$ cat src/hw/rtl/tlba_ram.sv
// Generic single-write, single-read synchronous RAM with registered read.
// Standalone; no package dependency.
module tlba_ram #(
	parameter int WIDTH = 32,
	parameter int DEPTH = 128
) (
	input  logic                                      clk,
	input  logic                                      we,
	input  logic [((DEPTH > 1) ? $clog2(DEPTH) : 1)-1:0] waddr,
	input  logic [WIDTH-1:0]                          wdata,
	input  logic                                      re,
	input  logic [((DEPTH > 1) ? $clog2(DEPTH) : 1)-1:0] raddr,
	output logic [WIDTH-1:0]                          rdata
);

	logic [WIDTH-1:0] mem [DEPTH];

	always_ff @(posedge clk) begin
		if (we) begin
			mem[waddr] <= wdata;
		end
		if (re) begin
			rdata <= mem[raddr];
		end
	end

endmodule

$ cat config.mk
export PLATFORM = sky130hd
export DESIGN_NAME = tlba_ram
export DESIGN_NICKNAME = d
export VERILOG_FILES = /design/src/hw/rtl/tlba_ram.sv
export SDC_FILE = /design/constraint.sdc
export NUM_CORES = 2
export LEC_CHECK = 0
export BUFFER_PORTS_ARGS = -buffer_cell sky130_fd_sc_hd__buf_2
export CAP_MARGIN = 20
export CORE_AREA = 2 2 795 797
export DETAILED_ROUTE_END_ITERATION = 7
export DIE_AREA = 0 0 797 799
export SLEW_MARGIN = 20
export SYNTH_ARGS = -nofsm -noshare
export SYNTH_HDL_FRONTEND = slang
export SYNTH_SLANG_ARGS = --single-unit
$ cat constraint.sdc
create_clock -name clk -period 4.9 [get_ports clk]
set_input_delay 0.49 -clock clk [delete_from_list [all_inputs] [get_ports clk]]
set_output_delay 0.49 -clock clk [all_outputs]
set_load 0.1 [all_outputs]
==> reports/qor.csv <==
metric;value;unit
status;complete, no violations;
Num CTS Buffers;389;
total chip power;73.6;mW
Syn Inst Count;5990;
FFs w/ async S/R, synth;0;%
path depth of the worst reg2reg path;4;
clk_lat worst skew;0.96;ns
Cells after DPL;14400;
delay-heaviest family, CP;multiplexers;
Die Y;799;um
count leader, synth;edfxtp_1;
share of post-route cells with drive strength above 1;36.4;%
worst-path cell chain;buf_12 > buf_12 > buf_4 > mux4_2 > mux4_2 > mux4_2 > mux2_2;
gr usage total;13.2;%
number of setup buffers added after CTS;0;
top post-synthesis cells by area;edfxtp_1, mux4_2, clkbuf_1, nor2_1, buf_2;
first-pass GRT wire length;594;mm
Max FO, Critical Path;36;
Critical Path Start Type;primary input;
area occupied by multi-input gates;32300;um2
Largest stage delay, worst path;0.71;ns
Iter 0 DRT Violations;10500;
Syn-to-layout area delta;17.0;%
Synth Register Bits;4128;
Most Frequent Cell on Critical Path;mux4_2;
clk sink count;4128;
worst min-delay path class;primary input to register;
final setup TNS;0;ns
total iterations of the first detailed-routing run;6;
TritonCTS clock tree;yes;
Leak;54.4;nW
Final Hold Viols;0;
max_cap viols;0;
initial core utilization;24.9;%
f_max;0.304;GHz
area of the core;629000;um2
via/cell ratio;4.74;
fin nets;6512;
CP Data Arrival Time;3.93;ns
Crit Path Category;primary input to register;
Fill cells;59900;
Finished Layout Cells;15200;
Detailed Place HPWL;250;mm
Clock Tree Root;clkbuf_16;
Worst Tran Pin Value;1.21;ns
Power per Cell Area;402;nW/um2
number of synthesized flops with an enable pin;4128;
Final min period;3.29;ns
Final period util;67.1;%
DIE AREA;637000;um2
port buffer count;80;
total gr overflow;0;
drt drc;0;
Worst Setup End Kind;register;
row count;292;
Longest Clk Path Bufs;4;
storage element area;124000;um2
worst endpoint required time;5.55;ns
Detail Route Antenna Nets;0;
CP max-delay cell;mux4_2;
htree depth;5;
Synth top area share;79.2;%
antenna violations before repair;82;
largest net degree at the start of global routing;82;
fraction of the yosys area taken by sequential cells;79.2;%
routed via count;71900;
WL final;434;mm
Yosys cell types;16;
I/O pins;81;
Net Count, Synth;6039;
WHS Path Cells;1;
stages on the worst setup path;7;
clk slew on worst S/H paths;0.06;ns
Avg WL per Cell;28.6;um
Max IR drop VDD;0.309;mV
mapped cell area;157000;um2
Mean Syn Cell Area;26.1;um2
Clock Skew;0.0878;ns
final slew viol count;0;
RSZ-0062 raised after global routing;no;
R2R setup slack;2.06;ns
vias in the first global route;72300;
yosys warns;0;
Rel. slew slack;19.4;%
largest area contributor in the netlist;edfxtp_1;
Finish-stage setup viols;0;
gpl congestion;0.799;
Critical path buffers and inverters;3;
Post-synth top cells;edfxtp_1, mux4_2, clkbuf_1, nor2_1, buf_2;
Primary FF master, synth;edfxtp_1;
Die X;797;um
path summary, 6_finish.rpt:
check                 to        start
min          mem[87][30]    wdata[30]
min reg2reg    rdata[24]  mem[73][24]
max reg2reg    rdata[19]  mem[20][19]
max            rdata[19]     raddr[0]
placed cells by master (no fill, tap or decap), types with 52 or more instances in the layout:
cell type / n
buf_12: 61
buf_4: 288
bufinv_16: 52
clkbuf_1: 59
clkbuf_16: 395
clkinv_1: 79
clkinv_2: 70
edfxtp_1: 4128
mux4_2: 1344
nor2_4: 119
through the flow:
step | worst slack [ns] | hold WS, ns | cell area, um2 | util (%)
after floorplan | 1.17 | 0.589 | 157000 | -
after global placement | 0.751 | 0.727 | 170000 | 27.1
after detailed placement | 0.747 | 0.723 | 170000 | 27.1
after CTS | 1.72 | 0.0532 | 183000 | 29.1
after global routing | 1.67 | 0.0987 | 183000 | 29.1
final | 1.61 | 0.0816 | 183000 | 29.1
state kept, by name (all words and copies together), names as in the netlist:
register,cells
rdata,32
mem,4096
area by class of cell:
class                           instances  area share [%]
Sequential cell                      4128            67.7
Multi-Input combinational cell       1546            17.6
Tap cell                             8379            5.72
Clock buffer                          454            5.52
Timing Repair Buffer                  398            2.01
Clock inverter                        243            1.42
Antenna cell                           38          0.0519
report_power, final:
group          internal, mW  total, mW  switching [mW]
Combinational          1.45       4.03            2.57
Sequential             39.0       39.2           0.143
Clock                  17.5       30.4            12.9
logic make-up after synthesis:
kind of cell	after synthesis	share of synthesized area [%]
buffers and inverters	316	0.837
AND/OR/NAND/NOR	170	0.445
multiplexers	1376	19.6
flip-flops	4128	79.2
timing repair:
| action | 4_1_cts | 5_1_grt |
|---|---|---|
| resized for setup | 0 | 0 |
| hold endpoints to repair | 37 | 0 |
| hold buffers | 3 | 0 |
routing by layer:
metal,vias to the layer above,track usage [%],wire length [um]
met2,3842,21.3,207000
li1,27400,-,-
met1,40000,17.8,171000
met3,610,3.03,43500
met5,-,0,172
met4,28,3.81,12500
Power figures use the tool's default switching activity.
