--- src/hw/rtl/tlba_pkg.sv ---
// Package for the two-level bitmap block allocator.
// Holds sizes, operation and status codes, the summary update struct and
// bit-search helpers; depends on nothing.
package tlba_pkg;

	localparam int WORD_BITS     = 32;
	localparam int BITMAP_WORDS  = 128;
	localparam int SUMMARY_WORDS = 4;

	localparam int TOTAL_BLOCKS = BITMAP_WORDS * WORD_BITS;
	localparam int BIT_W  = (WORD_BITS > 1) ? $clog2(WORD_BITS) : 1;
	localparam int WIDX_W = (BITMAP_WORDS > 1) ? $clog2(BITMAP_WORDS) : 1;
	localparam int SW_W   = (SUMMARY_WORDS > 1) ? $clog2(SUMMARY_WORDS) : 1;
	localparam int SUM_BITS = SUMMARY_WORDS * WORD_BITS;

	localparam int OP_W  = 3;
	localparam int BLK_W = 12;
	localparam int WI_W  = 7;
	localparam int WV_W  = 32;
	localparam int ST_W  = 2;

	localparam logic [OP_W-1:0] OP_ALLOC   = 3'd0;
	localparam logic [OP_W-1:0] OP_RELEASE = 3'd1;
	localparam logic [OP_W-1:0] OP_FORMAT  = 3'd2;
	localparam logic [OP_W-1:0] OP_LOAD    = 3'd3;
	localparam logic [OP_W-1:0] OP_READ    = 3'd4;

	localparam logic [ST_W-1:0] STATUS_OK    = 2'd0;
	localparam logic [ST_W-1:0] STATUS_NONE  = 2'd1;
	localparam logic [ST_W-1:0] STATUS_RANGE = 2'd2;

	typedef logic [WORD_BITS-1:0] word_t;
	typedef logic [WIDX_W-1:0]    widx_t;
	typedef logic [BIT_W-1:0]     bitpos_t;

	typedef struct packed {
		logic  fmt;
		logic  wr;
		widx_t idx;
		logic  on;
	} sum_upd_t;

	function automatic bitpos_t lowest_one(input word_t v);
		word_t   x;
		bitpos_t k;
		int      half;
		x = v;
		k = '0;
		for (int s = BIT_W - 1; s >= 0; s--) begin
			half = 1 << s;
			if ((x & (word_t'({WORD_BITS{1'b1}}) >> (WORD_BITS - half))) == '0) begin
				k[s] = 1'b1;
				x = x >> half;
			end
		end
		return k;
	endfunction

	function automatic word_t summary_mask(input int s);
		word_t m;
		m = '0;
		for (int j = 0; j < WORD_BITS; j++) begin
			if (s * WORD_BITS + j < BITMAP_WORDS) begin
				m[j] = 1'b1;
			end
		end
		return m;
	endfunction

endpackage

--- src/hw/rtl/tlba_summary.sv ---
// Summary bitmap: one bit per bitmap word, plus a registered search for the
// lowest word that still has a free block. Depends on tlba_pkg.
module tlba_summary import tlba_pkg::*; (
	input  logic     clk,
	input  logic     arst_n,
	input  sum_upd_t upd,
	output logic     found,
	output widx_t    first_word
);

	word_t   sum_q [SUMMARY_WORDS];
	logic    found_q;
	widx_t   first_q;
	logic    found_d;
	widx_t   first_d;
	logic [SW_W-1:0] sw;
	bitpos_t sb;

	assign sw = SW_W'(int'(upd.idx) / WORD_BITS);
	assign sb = BIT_W'(int'(upd.idx) % WORD_BITS);

	always_ff @(posedge clk or negedge arst_n) begin
		if (!arst_n) begin
			for (int s = 0; s < SUMMARY_WORDS; s++) begin
				sum_q[s] <= '1;
			end
		end else if (upd.fmt) begin
			for (int s = 0; s < SUMMARY_WORDS; s++) begin
				sum_q[s] <= '1;
			end
		end else if (upd.wr && int'(upd.idx) < SUM_BITS) begin
			sum_q[sw][sb] <= upd.on;
		end
	end

	always_comb begin
		word_t m;
		found_d = 1'b0;
		first_d = '0;
		for (int s = SUMMARY_WORDS - 1; s >= 0; s--) begin
			m = sum_q[s] & summary_mask(s);
			if (m != '0) begin
				found_d = 1'b1;
				first_d = WIDX_W'(s * WORD_BITS + int'(lowest_one(m)));
			end
		end
	end

	always_ff @(posedge clk or negedge arst_n) begin
		if (!arst_n) begin
			found_q <= 1'b1;
			first_q <= '0;
		end else begin
			found_q <= found_d;
			first_q <= first_d;
		end
	end

	assign found      = found_q;
	assign first_word = first_q;

endmodule
--- config.mk ---
export PLATFORM = sky130hd
export DESIGN_NAME = tlba_summary
export DESIGN_NICKNAME = d
export VERILOG_FILES = /design/src/hw/rtl/tlba_pkg.sv /design/src/hw/rtl/tlba_summary.sv
export SDC_FILE = /design/constraint.sdc
export NUM_CORES = 1
export LEC_CHECK = 0
export ABC_AREA = 1
export BUFFER_PORTS_ARGS = -buffer_cell sky130_fd_sc_hd__buf_2
export CAP_MARGIN = 10
export CORE_MARGIN = 2
export CORE_UTILIZATION = 40
export DETAILED_ROUTE_END_ITERATION = 10
export GPL_ROUTABILITY_DRIVEN = 0
export GPL_TIMING_DRIVEN = 0
export RECOVER_POWER = 25
export SLEW_MARGIN = 5
export SYNTH_ARGS = -nofsm -noshare
export SYNTH_HDL_FRONTEND = slang
export SYNTH_SLANG_ARGS = --single-unit
--- constraint.sdc ---
create_clock -name clk -period 6.35 [get_ports clk]
set_input_delay 1.27 -clock clk [delete_from_list [all_inputs] [get_ports clk]]
set_output_delay 1.27 -clock clk [all_outputs]
set_load 0.005 [all_outputs]
==> flow_summary.ini <==
[status]
status = finished with violations
violations = max-capacitance violations, max-slew violations

[critical_path]
worstPathMaxFanout = 89
slowest_delay_ps = 1940
r2r_slack_ps = 3550
cp_slowest_cell = clkbuf_1
r2r-start = sum_q[43]
arrival_ps = 3710
crit_start = arst_n
crit_chain = clkbuf_1 -> buf_16
cp_num_buf_inv = 2
worstPathRequired_ps = 6870
critPathKind = in2async
start_kind = input port
cp_top_family = buffers and inverters
end_kind = asynchronous set/reset pin

[floorplanning]
start_util_pct = 40.5
die_width_um = 146
core_area_um2 = 20000
fp-row-count = 52
die_h_um = 146
ios = 20
dieArea_um2 = 21400

[hold_path]
hold_path_startpoint = sum_q[104]
hp-class = reg2reg

[sta]
timing.final.crit_period_ps = 3190
clock_skew_ps = 10.3
finalHoldViolCount = 0
max_freq_ghz = 0.313
setup_violations = 0
final_max_slew_viol_count = 48
max-slew-margin-rel_pct = -86.9
max_slew.worst_pin.slew_ps = 2800
rsz0062_at_grt = no
tns_ps = 0
period_share_pct = 50.2
fin_hold_ws_ps = 555
setup_ws_ps = 3160

[clocking]
cts_resized = 0
cts_root_buffer = clkbuf_16
clockBufferDepth = 2
cts_setup_buffers = 0
hold_buffers = 0
cts_tree = yes
htreeDepth = 4
cts_buffers = 17
clock-sinks = 136
insertion_delay_ps = 430
clk_pin_slew_ps = 60

[yosys]
synthXorXnorAreaFrac_pct = 0
synth_fa_ha_area_share_pct = 0
synth_nets = 1001
syn_area_um2 = 8110
post_synth.cell_area_avg_um2 = 8.20
synth_mux_area_share_pct = 0.617
yosys.area_share.simple_pct = 20.6
ys_warn_count = 0
syn_inst = 989
ys_ff_latch = 136
synth_compound_area_share_pct = 25.3
synth_top_family_by_area = compound AO/OA/AOI/OAI gates
yosysTopAreaCell = dfstp_2
ys_top_cells_by_area = dfstp_2 (42%), o311ai_0 (14%), o21ai_0 (8.5%)
ys_types = 35
synth_seq_area_share_pct = 44.0
yosys.area.top_type_share_pct = 41.8

[power_and_ir_drop]
power.leakage_uw = 0.00362
p_per_area_nw_per_um2 = 221
peakVddDrop_uv = 164

[grt]
grt_pass1_vias = 6920
grt_first_pass_wirelength_um = 40500
overflow = 0
gr-usage-all-layers_pct = 24.9
grt_max_degree = 90
antenna_found_initial = 0

[final_layout]
num-nets-final = 1040
final_common_cell = nand2_1
final_cell_mix = nand2_1 (142), o21ai_0 (138), dfstp_2 (129), o311ai_0 (128), inv_1 (121)
n_antenna_cell = 0
drive_gt1_share_pct = 23.4
multi_input_area_um2 = 3770
areaGrowthSynthToFinish_pct = 13.2
seqCellArea_um2 = 3560
fillCellCount = 2052
fin_util_pct = 45.8

[run]
drv_cap = 1

[routing]
drtAntennaViolNets = 0
drt-initial-drc-count = 804
wl_um = 26400
wl_per_cell_um = 20.1
vias = 7521
viasPerCell = 5.74
remaining_drc_errors = 0
first_pass_iters = 6

[placed_design]
dpl.hpwl_um = 18900
dp_slack_ps = 3290
io_buffers = 19
## through the flow
step | instances | cell area [um^2] | power [uW]
after detailed placement | 1279 | 8580 | 998
final | 1311 | 9180 | 2030
after global routing | 1311 | 9180 | 2090
after CTS | 1311 | 9190 | 2030
after floorplan | 989 | 8110 | 940
after global placement | 1278 | 8540 | 995
## synth_stat cells (all sizes together)
cell / instances
clkbuf: 52
inv: 129
o21a: 1
a31o: 10
o311ai: 128
nand4: 7
nor4: 12
o211ai: 2
o22ai: 1
a21oi: 8
clkinv: 4
nand2: 159
a31oi: 1
mux2i: 5
a21o: 5
nor3: 13
nor2: 115
dfstp: 129
buf: 8
nand3: 44
o21bai: 1
and2: 1
o21ai: 140
nand3b: 7
dfrtp: 7
## worst min-delay path: stages (launching register included)
cell and delay (ps):
dfstp_2 370, o21ai_0 50, o311ai_0 110
## layout make-up
class | instances | share of cell area (%)
multi-input combinational | 660 | 41.1
clock inverter | 9 | 1.64
buffer | 60 | 2.99
tap | 270 | 3.68
timing repair buffer | 20 | 1.32
clock buffer | 23 | 4.99
inverter | 133 | 5.47
sequential | 136 | 38.8
## power by group
group / switching (uW) / internal (uW)
clock network: 378 / 666
registers: 2.95 / 877
logic: 90.2 / 17.2
total: 471 / 1560
## final timing paths
path                       cells past startpoint       endpoint
max reg2reg                                   16  first_word[2]
max in group clk                              16  first_word[2]
min reg2reg                                    2     sum_q[104]
min in group asynchronous                      1       sum_q[3]
min                                            2     sum_q[104]
max                                            2     sum_q[112]
## state kept, by name, summed over array words and instances, names as in the netlist
signal,flops
first_word,7
found,1
sum_q,128
## metal layers
layer	vias up	GRT usage, %	wire (um)
li1	3602	-	-
met4	0	8.30	675
met2	270	35.9	11300
met5	-	0	0
met3	41	6.00	1880
met1	3608	36.7	12500
## cells by family (layout without fill, tap and decap cells)
family / after synthesis / in the layout
compound gates: 297 / 297
flops: 136 / 136
simple gates: 358 / 358
mux: 5 / 5
buf+inv: 193 / 245
No activity file was read; power rests on OpenSTA's default activity.
